**src/rtl/bli_pkg.sv**
```systemverilog
// shared types, codes and reset values for the battery level led indicator
package bli_pkg;

   // operating modes, values as reported on the result beat
   typedef enum logic [1:0] {
      MODE_IDLE   = 2'd0,
      MODE_CHARGE = 2'd1,
      MODE_PON    = 2'd2,
      MODE_LP     = 2'd3
   } mode_type;

   // command codes carried in req_tuser
   localparam logic [2:0] FUNC_TICK      = 3'd0;
   localparam logic [2:0] FUNC_START     = 3'd1;
   localparam logic [2:0] FUNC_STOP      = 3'd2;
   localparam logic [2:0] FUNC_CHARGE    = 3'd3;
   localparam logic [2:0] FUNC_BACKLIGHT = 3'd4;

   // backlight pin states
   localparam logic [1:0] BL_LOW  = 2'd0;
   localparam logic [1:0] BL_HIGH = 2'd1;
   localparam logic [1:0] BL_HIZ  = 2'd2;

   // backlight request codes
   localparam logic [1:0] BLREQ_HIZ  = 2'd0;
   localparam logic [1:0] BLREQ_HIGH = 2'd1;
   localparam logic [1:0] BLREQ_LOW  = 2'd2;

   // red led patterns
   localparam logic [2:0] RED_NONE = 3'b000;
   localparam logic [2:0] RED_ONE  = 3'b001;
   localparam logic [2:0] RED_TWO  = 3'b011;
   localparam logic [2:0] RED_ALL  = 3'b111;

   // chase phase codes
   localparam logic [1:0] CHASE_NONE = 2'd0;
   localparam logic [1:0] CHASE_LED1 = 2'd1;
   localparam logic [1:0] CHASE_LED2 = 2'd2;
   localparam logic [1:0] CHASE_LED3 = 2'd3;

   // register indexes
   localparam logic [1:0] REG_FULL  = 2'd0;
   localparam logic [1:0] REG_HIGH  = 2'd1;
   localparam logic [1:0] REG_LOW   = 2'd2;
   localparam logic [1:0] REG_BLINK = 2'd3;

   // register reset values
   localparam logic [6:0] FULL_RESET  = 7'd99;
   localparam logic [6:0] HIGH_RESET  = 7'd75;
   localparam logic [6:0] LOW_RESET   = 7'd25;
   localparam logic [7:0] BLINK_RESET = 8'd2;

   localparam logic [7:0] TICK_MAX = 8'hFF;

   typedef struct packed {
      logic [6:0] full_level;
      logic [6:0] high_level;
      logic [6:0] low_level;
      logic [7:0] blink_ticks;
   } cfg_type;

   typedef struct packed {
      logic [2:0] func;
      logic [6:0] battery_level;
      logic       usb_present;
      logic       device_on;
      logic [1:0] backlight_request;
   } item_type;

   typedef struct packed {
      mode_type   mode;
      logic [7:0] tick_count;
      logic       blink_phase;
      logic [1:0] chase_phase;
      logic [6:0] last_level;
      logic [2:0] red_pins;
      logic       blue_pin;
      logic [1:0] backlight;
   } state_type;

endpackage

```
**src/rtl/battery_level_led_indicator.sv**
```systemverilog
// top level: input register, state and config registers, result register
// a request beat is held in the input register, and its result then passes to the result register
// throughput: one beat per cycle while results are taken, the state update is a single pass of compare logic
// the input register accepts a new beat while a result waits, as long as one slot is free
// reset (synchronous, active high) idles the mode, clears counters, filter and pins
// and loads the threshold registers with 99, 75, 25 and a blink period of 2 ticks
module battery_level_led_indicator import bli_pkg::*; (
   input  logic        clock,
   input  logic        reset,
   // request channel
   input  logic        req_tvalid,
   output logic        req_tready,
   // [6:0] battery_level, [7] usb_present, [8] device_on, [10:9] backlight_request
   input  logic [15:0] req_tdata,
   // [2:0] func
   input  logic [2:0]  req_tuser,
   // result channel
   output logic        rsp_tvalid,
   input  logic        rsp_tready,
   // [2:0] red_lit, [3] blue_lit, [5:4] backlight_pin, [7:6] led_mode,
   // [14:8] filtered_level
   output logic [15:0] rsp_tdata,
   // configuration write port
   input  logic        csr_we,
   input  logic [1:0]  csr_addr,
   input  logic [7:0]  csr_wdata
);

   cfg_type   cfg_ff;
   state_type state_ff;
   state_type state_in;
   item_type  item_ff;
   logic      item_valid_ff;
   logic      rsp_valid_ff;
   logic [15:0] rsp_data_ff;
   logic [15:0] rsp_data_in;
   logic      advance;

   // pipeline handshake
   assign advance    = item_valid_ff && (!rsp_valid_ff || rsp_tready);
   assign req_tready = !item_valid_ff || advance;
   assign rsp_tvalid = rsp_valid_ff;
   assign rsp_tdata  = rsp_data_ff;

   // configuration registers
   always_ff @(posedge clock) begin
      if (reset) begin
         cfg_ff.full_level  <= FULL_RESET;
         cfg_ff.high_level  <= HIGH_RESET;
         cfg_ff.low_level   <= LOW_RESET;
         cfg_ff.blink_ticks <= BLINK_RESET;
      end else if (csr_we) begin
         case (csr_addr)
            REG_FULL:  cfg_ff.full_level  <= csr_wdata[6:0];
            REG_HIGH:  cfg_ff.high_level  <= csr_wdata[6:0];
            REG_LOW:   cfg_ff.low_level   <= csr_wdata[6:0];
            REG_BLINK: cfg_ff.blink_ticks <= csr_wdata;
            default:   cfg_ff.blink_ticks <= cfg_ff.blink_ticks;
         endcase
      end
   end

   // input register
   always_ff @(posedge clock) begin
      if (reset) begin
         item_valid_ff <= 1'b0;
      end else if (req_tready) begin
         item_valid_ff <= req_tvalid;
      end
   end

   always_ff @(posedge clock) begin
      if (req_tready && req_tvalid) begin
         item_ff.func              <= req_tuser;
         item_ff.battery_level     <= req_tdata[6:0];
         item_ff.usb_present       <= req_tdata[7];
         item_ff.device_on         <= req_tdata[8];
         item_ff.backlight_request <= req_tdata[10:9];
      end
   end

   // step logic
   bli_step u_step (
      .state      (state_ff),
      .cfg        (cfg_ff),
      .item       (item_ff),
      .next_state (state_in)
   );

   // indicator state
   always_ff @(posedge clock) begin
      if (reset) begin
         state_ff.mode        <= MODE_IDLE;
         state_ff.tick_count  <= 8'd0;
         state_ff.blink_phase <= 1'b0;
         state_ff.chase_phase <= CHASE_NONE;
         state_ff.last_level  <= 7'd0;
         state_ff.red_pins    <= RED_NONE;
         state_ff.blue_pin    <= 1'b0;
         state_ff.backlight   <= BL_LOW;
      end else if (advance) begin
         state_ff <= state_in;
      end
   end

   // result beat packing
   assign rsp_data_in = {1'b0, state_in.last_level, state_in.mode, state_in.backlight,
                         state_in.blue_pin, state_in.red_pins};

   // result register
   always_ff @(posedge clock) begin
      if (reset) begin
         rsp_valid_ff <= 1'b0;
      end else if (advance) begin
         rsp_valid_ff <= 1'b1;
      end else if (rsp_tready) begin
         rsp_valid_ff <= 1'b0;
      end
   end

   always_ff @(posedge clock) begin
      if (advance) begin
         rsp_data_ff <= rsp_data_in;
      end
   end

endmodule

```
**src/rtl/bli_step.sv**
```systemverilog
// next-state logic for one tick or command beat
module bli_step import bli_pkg::*; (
   input  state_type state,
   input  cfg_type   cfg,
   input  item_type  item,
   output state_type next_state
);

   logic [6:0] seed_level;
   logic [6:0] level;
   logic [7:0] tick_inc;
   logic       step_due;

   // monotonic level filter, a stored zero takes the raw reading
   assign seed_level = (state.last_level == 7'd0) ? item.battery_level : state.last_level;
   always_comb begin
      if (item.usb_present) begin
         level = (seed_level > item.battery_level) ? seed_level : item.battery_level;
      end else begin
         level = (seed_level < item.battery_level) ? seed_level : item.battery_level;
      end
   end

   // saturating tick counter and step check
   assign tick_inc = (state.tick_count == TICK_MAX) ? state.tick_count
                                                    : state.tick_count + 8'd1;
   assign step_due = (tick_inc >= cfg.blink_ticks);

   always_comb begin
      next_state = state;
      case (item.func)
         FUNC_TICK: begin
            next_state.last_level = level;
            case (state.mode)
               MODE_CHARGE: begin
                  next_state.tick_count = tick_inc;
                  if (level < cfg.full_level) begin
                     if (step_due) begin
                        next_state.tick_count = 8'd0;
                        case (state.chase_phase)
                           CHASE_LED1: begin
                              next_state.chase_phase = CHASE_LED2;
                              next_state.red_pins    = RED_ONE;
                           end
                           CHASE_LED2: begin
                              next_state.chase_phase = CHASE_LED3;
                              next_state.red_pins    = RED_TWO;
                           end
                           CHASE_LED3: begin
                              next_state.chase_phase = CHASE_LED1;
                              next_state.red_pins    = RED_ALL;
                           end
                           default: begin
                              next_state.chase_phase = CHASE_LED2;
                              next_state.red_pins    = RED_ONE;
                           end
                        endcase
                     end
                  end else begin
                     next_state.red_pins = RED_NONE;
                     next_state.blue_pin = 1'b1;
                  end
               end
               MODE_PON: begin
                  if (item.device_on) begin
                     if (level >= cfg.full_level) begin
                        next_state.red_pins = RED_ALL;
                     end else if (level >= cfg.high_level) begin
                        next_state.red_pins = RED_TWO;
                     end else if (level > cfg.low_level) begin
                        next_state.red_pins = RED_ONE;
                     end else begin
                        next_state.mode = MODE_LP;
                     end
                  end
               end
               MODE_LP: begin
                  next_state.tick_count = tick_inc;
                  if (step_due) begin
                     next_state.tick_count  = 8'd0;
                     next_state.blink_phase = ~state.blink_phase;
                     next_state.red_pins    = state.blink_phase ? RED_ONE : RED_NONE;
                  end
                  // recovered level returns to the level display
                  if (level > cfg.low_level) begin
                     next_state.mode       = MODE_PON;
                     next_state.tick_count = 8'd0;
                  end
               end
               default: begin
               end
            endcase
         end
         FUNC_START: begin
            next_state.backlight = BL_LOW;
            next_state.mode      = MODE_PON;
         end
         FUNC_STOP: begin
            next_state.blue_pin  = 1'b0;
            next_state.red_pins  = RED_NONE;
            next_state.backlight = BL_LOW;
            next_state.mode      = MODE_IDLE;
         end
         FUNC_CHARGE: begin
            next_state.mode = MODE_CHARGE;
         end
         FUNC_BACKLIGHT: begin
            case (item.backlight_request)
               BLREQ_HIZ:  next_state.backlight = BL_HIZ;
               BLREQ_HIGH: next_state.backlight = BL_HIGH;
               BLREQ_LOW:  next_state.backlight = BL_LOW;
               default:    next_state.backlight = state.backlight;
            endcase
         end
         default: begin
         end
      endcase
   end

endmodule
```
**config.mk**
```make
export PLATFORM = sky130hd
export DESIGN_NAME = battery_level_led_indicator
export DESIGN_NICKNAME = d
export VERILOG_FILES = /design/src/rtl/bli_pkg.sv /design/src/rtl/battery_level_led_indicator.sv /design/src/rtl/bli_step.sv
export SDC_FILE = /design/constraint.sdc
export NUM_CORES = 1
export LEC_CHECK = 0
export BUFFER_PORTS_ARGS = -buffer_cell sky130_fd_sc_hd__buf_4
export CAP_MARGIN = 20
export CORE_MARGIN = 1
export CORE_UTILIZATION = 60
export DETAILED_ROUTE_END_ITERATION = 10
export PLACE_DENSITY = 0.81
export SETUP_SLACK_MARGIN = 0.3
export SLEW_MARGIN = 40
export SYNTH_ARGS = -nofsm -noshare
export SYNTH_HDL_FRONTEND = slang
export SYNTH_HIERARCHICAL = 1
export SYNTH_SLANG_ARGS = --single-unit
```
**constraint.sdc**
```tcl
create_clock -name clock -period 11 [get_ports clock]
set_input_delay 2.2 -clock clock [delete_from_list [all_inputs] [get_ports clock]]
set_output_delay 2.2 -clock clock [all_outputs]
set_load 0.005 [all_outputs]
```
==> impl_results.md, run 1 <==
* Clock latency at the later pin of the worst-skew pair at 0.35 ns
* Total of endpoints with negative setup slack in the final report at 0
* Highest cell delay on the worst timing path at between 0.4 and 0.5 ns
* Filler cell count at 675
* Count of buffer and inverter cells on the critical path at 0
* Netlist area before placement at 5152 um^2
* Routed length per placed instance at 15.13 um
* CP Data Arrival Time at around 5.5 ns
* Ordered list of cells on the worst path: nor4_1 > nand2_1 > nor2_1 > a21o_1 > ha_1 > nor2b_1 > o21a_1 > o21bai_1 > a21oi_1 > nand2b_1 > mux2_1 > ha_1 > a211oi_1 > o21bai_2 > o21bai_2 > or3b_4 > o31ai_4 > a32o_1 > nand2b_1 > mux2i_1
* Via count of the routed design at 3996
* FF+latch count, synth at 86
* Row count at 33
* Die span in x at 94.67 um
* Starting density of the core at 0.6239
* Final Hold Fails at 0
* Req. time, crit path at 11.28 ns
* Count of buffers inserted at the top-level ports at 45
* Commonest cells in the synthesized netlist: sky130_fd_sc_hd__dfxtp_1, sky130_fd_sc_hd__nand2b_1, sky130_fd_sc_hd__inv_1
* Power density over the cells at 113.7 nW/um^2
* Hold Crit Class: flop to flop
* Vertical die dimension at 94.67 um
* Maximum number of pins on one net before global-route repair at 92
* Setup Buffers After CTS at 0
* Headroom to the max-slew limit at 0.5151
* Ys flop type: sky130_fd_sc_hd__dfxtp_1
* Final period util at 0.4746
* Gate count after technology mapping at around 540
* Multi-input gate area at roughly 2800 um^2
* Top cells by area in the synthesized netlist: sky130_fd_sc_hd__dfxtp_1, sky130_fd_sc_hd__edfxtp_1, sky130_fd_sc_hd__ha_1
* Final cell count without fillers at approximately 690
* Clock-pin slew of the registers on the worst-case setup and hold paths at 0.09 ns
* EDFF count, synth at 29
* Hold-fix buffers, CTS at 0
* Clock period minus worst slack at 5.220 ns
* DRT Wirelength at 10.36 mm
* Vias per std cell at 5.834
* # clock sinks at 86
* Setup repair after global routing missed its margin: no
* Post-detail-place hpwl at 7.573 mm
* Violation count after the first detailed-routing iteration at 172
* Overflow left after global routing at 0
* RD Place Congestion at 0.8846
* First-pass GRT wire length at 17.17 mm
* Total placed instance area at roughly 5500 um^2
* CP Max Fanout at 8
* Final antenna-violating net count at 0
* Fraction of the core area covered by cells at the end of the flow at 0.6832
* Max Root-Sink Buffers at 2
* Layout area overhead at 9.495%
* Ratio of cells with drive above 1 in the final layout at 0.1379
* Area of the placeable core at 8258 um^2
* Number of antenna violations at the first check in global routing at 0
* Cell total after placement at 669
* Post-Synthesis Net Count at 613
* Share of the synthesized area in the top cell type at 0.2215
* Setup TNS at 0 ns
* Cell type group with the largest total delay on the critical path: compound AO/OA/AOI/OAI gates
* Post_cts resized at 0
* Final cell area excluding filler cells at 5642 um^2
* Number of violations of the max-capacitance limit at 0
* DP Worst Slack at just under 6 ns
* Final setup skew at 0.009236 ns
* Post-synthesis async set-or-reset flop share at 0
* Critical Path Source Type: flop
* Least-Margin Pin Slew at 0.7251 ns
* Fin Hold WS at approximately 0.46 ns
* Highest clock rate at 191.6 MHz
* Portion of the post-synthesis area used by sequential elements at 0.3905
* Dominant cell by count in the synthesized netlist: sky130_fd_sc_hd__dfxtp_1
* Clock root buffer: sky130_fd_sc_hd__clkbuf_8
* Biggest area consumer among synthesized cells: sky130_fd_sc_hd__dfxtp_1
* Number of primary I/O pins at 52
* Static leakage power at 2.300 nW
* Number of max-slew violations in the final report at 0
* Total design power at between 0.6 and 0.7 mW
* Outcome: finished, final reports clean
* Initial DRT Pass Iterations at 6
* Ant diodes at 0
* Number of distinct library cells after synthesis at slightly below 70
* Max IR drop VDD at 0.06904 mV
* Area of the die at 8962 um^2
* Worst setup margin at 5.780 ns
* Startpoint-to-endpoint class of the critical path: flop to flop
* TritonCTS clock tree: done
* Number of nets in the final layout at 646
* Crit path max-delay cell type: sky130_fd_sc_hd__mux2_1
* Average cell area after synthesis at 9.506 um^2
* Number of global-route vias before repair at 3794
* Overall track demand over capacity in global routing at 0.2465
* Nature of the critical path endpoint: flop
* Synthesis warning total at 6
* Sequential Area at 2012 um^2
* DRC at 0
* CTS HTree Levels at 3
* TritonCTS buffer count at 9
## logic make-up after synthesis
family | share of synthesized area
mux | 0.08475
other cells | 0.0007278
flops | 0.3905
compound gates | 0.1666
fa+ha+maj | 0.09179
xor+xnor | 0.005100
simple gates | 0.1969
buf+inv | 0.06362
## routing by layer
layer,global-route usage,share of wire,vias up
li1,-,-,1987
met1,0.2775,0.42,1899
met3,0.06039,0.042,17
met2,0.4526,0.52,93
met4,0.07955,0.020,0
met5,0,0,-
## area by class of cell
type / count / share of cell area
multi-input combinational: 390 / 0.5006
sequential: 86 / 0.3566
timing repair buffer: 47 / 0.06254
inverter: 41 / 0.02728
clock buffer: 11 / 0.02329
tap: 105 / 0.02329
clock inverter: 5 / 0.006432
## worst min-delay path, stage by stage, from the launching register on
cell                      delay, ns
sky130_fd_sc_hd__dfxtp_1       0.31
sky130_fd_sc_hd__nand2_1       0.05
sky130_fd_sc_hd__a21oi_1       0.05
## path summary, 6_finish.rpt
kind | startpoint | end | slack (ns) | cells past startpoint
setup / recovery | state_ff[7] | state_ff[23] | 5.78 | 20
hold / removal | cfg_ff[2] | cfg_ff[2] | 0.46 | 2
setup reg to reg | state_ff[7] | state_ff[23] | 5.78 | 20
hold reg to reg | cfg_ff[2] | cfg_ff[2] | 0.46 | 2
## cell usage in the layout (no fill, tap or decap), types with 8 or more instances in the layout
| cell type | count |
|---|---|
| sky130_fd_sc_hd__nand2b_1 | 55 |
| sky130_fd_sc_hd__nor2_1 | 38 |
| sky130_fd_sc_hd__a22o_1 | 11 |
| sky130_fd_sc_hd__a32o_1 | 8 |
| sky130_fd_sc_hd__inv_1 | 41 |
| sky130_fd_sc_hd__clkbuf_8 | 9 |
| sky130_fd_sc_hd__dfxtp_1 | 57 |
| sky130_fd_sc_hd__nand3_1 | 12 |
| sky130_fd_sc_hd__o21ai_0 | 16 |
| sky130_fd_sc_hd__nand2_1 | 35 |
| sky130_fd_sc_hd__mux2i_1 | 38 |
| sky130_fd_sc_hd__edfxtp_1 | 29 |
| sky130_fd_sc_hd__ha_1 | 37 |
| sky130_fd_sc_hd__buf_4 | 47 |
| sky130_fd_sc_hd__a21oi_1 | 38 |
| sky130_fd_sc_hd__nor3_1 | 14 |
## registers in the layout (all words and copies together) (netlist names)
name	cells
item_ff	14
state_ff	26
cfg_ff	29
rsp_tvalid	1
rsp_tdata	15
item_valid_ff	1
## report_power, final
part / switching, mW / internal, mW
Combinational: 0.0563 / 0.0448
Clock: 0.111 / 0.0822
Sequential: 0.00826 / 0.339
Power figures use the tool's default switching activity.
==> inputs of run 2 (changes only) <==
--- a/config.mk
+++ b/config.mk
@@ -8,9 +8,9 @@
 export BUFFER_PORTS_ARGS = -buffer_cell sky130_fd_sc_hd__buf_4
 export CAP_MARGIN = 20
 export CORE_MARGIN = 1
-export CORE_UTILIZATION = 60
+export CORE_UTILIZATION = 54
 export DETAILED_ROUTE_END_ITERATION = 10
-export PLACE_DENSITY = 0.81
+export PLACE_DENSITY = 0.77
 export SETUP_SLACK_MARGIN = 0.3
 export SLEW_MARGIN = 40
 export SYNTH_ARGS = -nofsm -noshare
==> constraint.sdc (replaced) <==
create_clock -name clock -period 4.8 [get_ports clock]
set_input_delay 0.96 -clock clock [delete_from_list [all_inputs] [get_ports clock]]
set_output_delay 0.96 -clock clock [all_outputs]
set_load 0.005 [all_outputs]
==> impl_results.md, run 2 (synthesis gave the netlist of run 1 again) <==
* Outcome: finished, final reports clean
* Power density over the cells at 262.9 nW/um^2 (+130%)
* Fin Hold WS at 0.4575 ns (-0.002508 ns)
* Via count of the routed design at 4218 (+5.6%)
* Post-detail-place hpwl at 7.544 mm (-0.38%)
* Highest cell delay on the worst timing path at 0.41 ns (-0.05 ns)
* Clock period minus worst slack at 4.476 ns (-0.7440 ns)
* Register with the most flip-flops: cfg_ff
* Final Hold Fails at 0 (unchanged)
* Ant diodes at 0 (unchanged)
* Most frequent standard cell in the layout excluding fill and tap cells: sky130_fd_sc_hd__buf_4
* Area of the placeable core at 9240 um^2 (+12%)
* Commonest non-fill, non-tap cells in the layout: sky130_fd_sc_hd__buf_4, sky130_fd_sc_hd__dfxtp_1, sky130_fd_sc_hd__nand2b_1
* Highest clock rate at 223.4 MHz (+17%)
* Number of nets in the final layout at 658 (+1.9%)
* Number of primary I/O pins at 52 (unchanged)
* Final antenna-violating net count at 0 (unchanged)
* Max IR drop VDD at 0.1551 mV (+120%)
* Final period util at 0.9325 (+0.4580)
* Routed length per placed instance at 15.64 um (+3.4%)
* DP Worst Slack at 0.002256 ns (-5.956 ns)
* First-pass GRT wire length at 16.97 mm (-1.2%)
* Overall track demand over capacity in global routing at 0.2174 (-0.02915)
* Violation count after the first detailed-routing iteration at 230 (+34%)
* Headroom to the max-slew limit at 0.4503 (-0.06475)
* TritonCTS buffer count at 9 (unchanged)
* Sequential Area at 2017 um^2 (+0.25%)
* Cell type group with the largest total delay on the critical path: compound AO/OA/AOI/OAI gates
* Filler cell count at 717 (+6.2%)
* Maximum number of pins on one net before global-route repair at 92 (unchanged)
* Multi-input gate area at 3052 um^2 (+8.1%)
* Starting density of the core at 0.5576 (-0.06632)
* CP Data Arrival Time at 4.76 ns (-0.74 ns)
* Number of global-route vias before repair at 3844 (+1.3%)
* Critical Path Source Type: flop
* Static leakage power at 2.401 nW (+4.4%)
* Req. time, crit path at 5.08 ns (-6.20 ns)
* Vias per std cell at 5.850 (+0.29%)
* Nature of the critical path endpoint: flop
* Number of violations of the max-capacitance limit at 0 (unchanged)
* Clock root buffer: sky130_fd_sc_hd__clkbuf_8
* DRT Wirelength at 11.28 mm (+8.8%)
* Row count at 35 (+6.1%)
* Crit path max-delay cell type: sky130_fd_sc_hd__or3b_4
* Final setup skew at 0.01161 ns (+0.002379 ns)
* CP Max Fanout at 8 (unchanged)
* Overflow left after global routing at 0 (unchanged)
* Vertical die dimension at 99.68 um (+5.3%)
* Hold-fix buffers, CTS at 0 (unchanged)
* Setup repair after global routing missed its margin: yes
* Hold Crit Class: flop to flop
* RD Place Congestion at 0.8358 (-5.5%)
* Setup TNS at 0 ns (unchanged)
* Die span in x at 99.68 um (+5.3%)
* Count of buffer and inverter cells on the critical path at 1 (+1)
* Number of max-slew violations in the final report at 0 (unchanged)
* Max Root-Sink Buffers at 2 (unchanged)
* # clock sinks at 86 (unchanged)
* Startpoint-to-endpoint class of the critical path: flop to flop
* CTS HTree Levels at 3 (unchanged)
* Ratio of cells with drive above 1 in the final layout at 0.2010 (+0.06308)
* Ordered list of cells on the worst path: nor4_4 > nand2_2 > nor2_2 > buf_6 > a21o_1 > ha_4 > nor2b_4 > o21a_1 > o21bai_4 > a21oi_4 > nand2b_4 > mux2_4 > ha_4 > a211oi_2 > o21bai_2 > o21bai_2 > or3b_4 > o31ai_4 > a32o_1 > nand2b_1 > mux2i_1
* Least-Margin Pin Slew at 0.8219 ns (+0.09681 ns)
* Number of antenna violations at the first check in global routing at 0 (unchanged)
* Initial DRT Pass Iterations at 5 (-1)
* Clock latency at the later pin of the worst-skew pair at 0.36 ns (about the same)
* Clock-pin slew of the registers on the worst-case setup and hold paths at 0.09 ns (about the same)
* Area of the die at 9936 um^2 (+11%)
* Worst setup margin at 0.3238 ns (-5.456 ns)
* Layout area overhead at 16.49%
* Total of endpoints with negative setup slack in the final report at 0 (unchanged)
* Flip-flop count of the largest register after layout at 29 (unchanged)
* TritonCTS clock tree: done
* DRC at 0 (unchanged)
* Count of buffers inserted at the top-level ports at 45 (unchanged)
run 2: changes by cell type in the layout (fill, tap and decap cells not counted), sizes merged:
| cell | change |
|---|---|
| buf | +11 |
| clkbuf | +2 |
| clkinv | -2 |
| clkinvlp | -1 |
| inv | +1 |
| o21ai | +1 |
run 2: through the flow:
step             util  cell area, um^2  total power, mW  cells
2_1_floorplan       -             5152           0.9705    542
3_3_place_gp   0.5974             5520            1.032    696
3_5_place_dp   0.5974             5520            1.045    696
4_1_cts        0.6204             5733            1.518    713
5_1_grt        0.6496             6002            1.637    721
6_report       0.6496             6002            1.578    721
run 2: layout make-up:
cell class                 count  area share
clock buffer                  13     0.02668
clock inverter                 3    0.003127
inverter                      41     0.02564
multi-input combinational    391      0.5084
sequential                    86      0.3360
tap                          129     0.02689
timing repair buffer          58     0.07317
run 2: worst min-delay path, delay by kind of cell, from the launching register on:
kind / cells / cell delay (ns)
simple gates: 1 / 0.05
compound gates: 1 / 0.05
flops: 1 / 0.32
run 2: where the power goes:
part / switching [mW] / leakage, nW / total (mW) / internal (mW)
registers: 0.0201 / 0.742 / 0.796 / 0.776
logic: 0.158 / 1.57 / 0.299 / 0.141
clock network: 0.262 / 0.0891 / 0.483 / 0.220
run 2: path summary, 6_finish.rpt:
kind         cells past startpoint          from  slack [ns]           end
max                             21  state_ff[11]        0.32  state_ff[23]
min                              2     cfg_ff[4]        0.46     cfg_ff[4]
max reg2reg                     21  state_ff[11]        0.32  state_ff[23]
min reg2reg                      2     cfg_ff[4]        0.46     cfg_ff[4]
run 2: timing repair:
item | CTS | global route
setup buffers | 1 | 7
endpoints found under the setup margin | 18 | 19
cloned | 0 | 1
endpoints found under the hold margin | 0 | 0
gates resized for setup | 7 | 40
pin swaps | 3 | 19
run 2: per-layer routing:
metal / GRT usage / share of wire / up-vias
li1: - / - / 2007
met1: 0.2551 / 0.41 / 2012
met2: 0.3873 / 0.51 / 164
met3: 0.03373 / 0.054 / 35
met4: 0.1029 / 0.027 / 0
met5: 0 / 0 / -
==> inputs of run 3 (changes only) <==
--- a/config.mk
+++ b/config.mk
@@ -5,6 +5,7 @@
 export SDC_FILE = /design/constraint.sdc
 export NUM_CORES = 1
 export LEC_CHECK = 0
+export ABC_AREA = 1
 export BUFFER_PORTS_ARGS = -buffer_cell sky130_fd_sc_hd__buf_4
 export CAP_MARGIN = 20
 export CORE_MARGIN = 1
==> impl_results.md, run 3 <==
* CTS HTree Levels at 3 (unchanged)
* Hold-fix buffers, CTS at 0 (unchanged)
* Number of primary I/O pins at 52 (unchanged)
* # clock sinks at 86 (unchanged)
* DRC at 0 (unchanged)
* Via count of the routed design at 5071 (+20%)
* CP Max Fanout at 6 (-2)
* Area of the die at 10590 um^2 (+6.6%)
* Commonest cells in the synthesized netlist: sky130_fd_sc_hd__nand2_1, sky130_fd_sc_hd__inv_1, sky130_fd_sc_hd__nand3_1
* Cell total after placement at 935 (+34%)
* Post-synthesis async set-or-reset flop share at 0 (unchanged)
* Routed length per placed instance at 13.22 um (-16%)
* Number of global-route vias before repair at 4724 (+23%)
* Starting density of the core at 0.5601 (+0.002526)
* Area of the placeable core at 9819 um^2 (+6.3%)
* Initial DRT Pass Iterations at 5 (unchanged)
* Row count at 36 (+2.9%)
* Least-Margin Pin Slew at 0.7060 ns (-0.1159 ns)
* Setup TNS at 0 ns (unchanged)
* Number of distinct library cells after synthesis at 42 (-39%)
* Outcome: finished, final reports clean
* Count of buffers inserted at the top-level ports at 45 (unchanged)
* Netlist area before placement at 5500 um^2 (+6.8%)
* Vertical die dimension at 102.9 um (+3.3%)
* CP Data Arrival Time at 4.62 ns (-0.14 ns)
* DRT Wirelength at 12.71 mm (+13%)
* Post-detail-place hpwl at 8.934 mm (+18%)
* Final setup skew at 0.01442 ns (+0.002803 ns)
* Top cells by area in the synthesized netlist: sky130_fd_sc_hd__dfxtp_1, sky130_fd_sc_hd__edfxtp_1, sky130_fd_sc_hd__nand2_1
* Final antenna-violating net count at 0 (unchanged)
* Ys flop type: sky130_fd_sc_hd__dfxtp_1
* Vias per std cell at 5.271 (-9.9%)
* Highest clock rate at 233.1 MHz (+4.3%)
* Flip-flop count of the largest register after layout at 29 (unchanged)
* First-pass GRT wire length at 20.69 mm (+22%)
* FF+latch count, synth at 86 (unchanged)
* Final period util at 0.8938 (-0.03869)
* TritonCTS clock tree: done
* Overall track demand over capacity in global routing at 0.2519 (+0.03457)
* Violation count after the first detailed-routing iteration at 258 (+12%)
* Req. time, crit path at 5.12 ns (+0.04 ns)
* Layout area overhead at 12.76%
* Hold Crit Class: flop to flop
* Final cell area excluding filler cells at 6202 um^2 (+3.3%)
* Dominant cell by count in the synthesized netlist: sky130_fd_sc_hd__nand2_1
* Share of the synthesized area in the top cell type at 0.2075 (-0.01401)
* Commonest non-fill, non-tap cells in the layout: sky130_fd_sc_hd__nand2_1, sky130_fd_sc_hd__inv_1, sky130_fd_sc_hd__nand3_1
* Setup repair after global routing missed its margin: yes
* Number of nets in the final layout at 895 (+36%)
* Clock root buffer: sky130_fd_sc_hd__clkbuf_8
* Nature of the critical path endpoint: flop
* Headroom to the max-slew limit at 0.5288 (+0.07852)
* Power density over the cells at 308.2 nW/um^2 (+17%)
* Crit path max-delay cell type: sky130_fd_sc_hd__dfxtp_2
* Total of endpoints with negative setup slack in the final report at 0 (unchanged)
* Ratio of cells with drive above 1 in the final layout at 0.1556 (-0.04540)
* Final cell count without fillers at 962 (+33%)
* Portion of the post-synthesis area used by sequential elements at 0.3658 (-0.02469)
* Clock latency at the later pin of the worst-skew pair at 0.39 ns (+0.03 ns)
* Startpoint-to-endpoint class of the critical path: flop to flop
* Die span in x at 102.9 um (+3.3%)
* Clock period minus worst slack at 4.290 ns (-0.1857 ns)
* Max IR drop VDD at 0.1928 mV (+24%)
* Register with the most flip-flops: cfg_ff
* Highest cell delay on the worst timing path at 0.34 ns (-0.07 ns)
* Post-Synthesis Net Count at 854 (+39%)
* Number of violations of the max-capacitance limit at 0 (unchanged)
* RD Place Congestion at 0.9055 (+8.3%)
* Synthesis warning total at 6 (unchanged)
* Max Root-Sink Buffers at 2 (unchanged)
* Filler cell count at 894 (+25%)
* Most frequent standard cell in the layout excluding fill and tap cells: sky130_fd_sc_hd__nand2_1
* Average cell area after synthesis at 7.025 um^2 (-26%)
* Critical Path Source Type: flop
* Maximum number of pins on one net before global-route repair at 56 (-39%)
* Total placed instance area at 5838 um^2 (+5.8%)
* Clock-pin slew of the registers on the worst-case setup and hold paths at 0.09 ns (about the same)
* Ant diodes at 0 (unchanged)
* Fraction of the core area covered by cells at the end of the flow at 0.6316 (-0.01793)
* EDFF count, synth at 29 (unchanged)
* Final Hold Fails at 0 (unchanged)
* Overflow left after global routing at 0 (unchanged)
* Number of antenna violations at the first check in global routing at 0 (unchanged)
* Number of max-slew violations in the final report at 0 (unchanged)
* Gate count after technology mapping at 783 (+44%)
* TritonCTS buffer count at 9 (unchanged)
* Biggest area consumer among synthesized cells: sky130_fd_sc_hd__dfxtp_1
* Static leakage power at 3.048 nW (+27%)
* Most common cell on crit path: sky130_fd_sc_hd__nand2_1
## run 3: cell types whose count changed in the layout (fill, tap and decap cells not counted), moves of 12 or more
cell,delta
sky130_fd_sc_hd__a21oi_1,+15
sky130_fd_sc_hd__nor2_1,+41
sky130_fd_sc_hd__nand2b_1,-54
sky130_fd_sc_hd__nor3_1,-12
sky130_fd_sc_hd__inv_2,+14
sky130_fd_sc_hd__mux2i_1,-38
sky130_fd_sc_hd__nand3_1,+70
sky130_fd_sc_hd__nand2_1,+154
sky130_fd_sc_hd__inv_1,+87
## run 3: power by group
group	switching, mW	leakage (nW)	internal [mW]
Clock	0.269	0.0899	0.239
Sequential	0.0330	0.748	0.799
Combinational	0.353	2.21	0.219
Total	0.655	3.05	1.26
## run 3: what timing repair did
action | in CTS | in global routing
setup endpoints to repair | 0 | 17
buffers inserted | 0 | 10
resized for setup | 0 | 32
## run 3: final timing paths
path	start	to	slack, ns	cells after the start
setup / recovery	state_ff[12]	state_ff[5]	0.51	32
hold / removal	cfg_ff[23]	cfg_ff[23]	0.46	2
setup reg to reg	state_ff[12]	state_ff[5]	0.51	32
hold reg to reg	cfg_ff[23]	cfg_ff[23]	0.46	2
## run 3: critical path, delay by kind of cell, from the launching register on
family                     cells  cell delay (ns)
and+or+nand+nor               18             2.08
buffers and inverters          8             0.69
DFF                            1             0.34
AOI/OAI and AO/OA              4             0.54
adders and majority gates      2             0.55
## run 3: logic make-up after synthesis
logic type               Yosys count  share of synthesized area
AO/OA/AOI/OAI                     87                    0.08986
XOR/XNOR                           7                    0.01251
adder cells (fa/ha/maj)           37                    0.08417
buffers and inverters            171                     0.1310
flip-flops                        86                     0.3658
other                              1                  0.0006818
AND/OR/NAND/NOR                  394                     0.3160
## run 3: final cells by class
| class | instances | area, um^2 | area share |
|---|---|---|---|
| Sequential cell | 86 | 2013 | 0.3246 |
| Multi-Input combinational cell | 527 | 2865 | 0.4620 |
| Clock buffer | 10 | 127.6 | 0.02058 |
| Clock inverter | 6 | 62.56 | 0.01009 |
| Tap cell | 133 | 166.4 | 0.02683 |
| Inverter | 143 | 539.3 | 0.08695 |
| Timing Repair Buffer | 57 | 427.9 | 0.06899 |
## run 3: through the flow
stage	total power [mW]	hold slack, ns	setup slack [ns]
floorplan	1.219	0.4289	1.303
global placement	1.316	0.4419	0.5912
detailed placement	1.346	0.4450	0.3759
CTS	1.852	0.4660	0.3385
global route	2.028	0.4983	0.2040
finish	1.911	0.4631	0.5096
## run 3: routing by layer
metal | GRT usage | part of all wire | vias to the layer above
li1 | - | - | 2566
met3 | 0.04949 | 0.049 | 33
met2 | 0.4410 | 0.49 | 151
met5 | 0 | 0 | -
met1 | 0.2945 | 0.43 | 2321
met4 | 0.1235 | 0.029 | 0
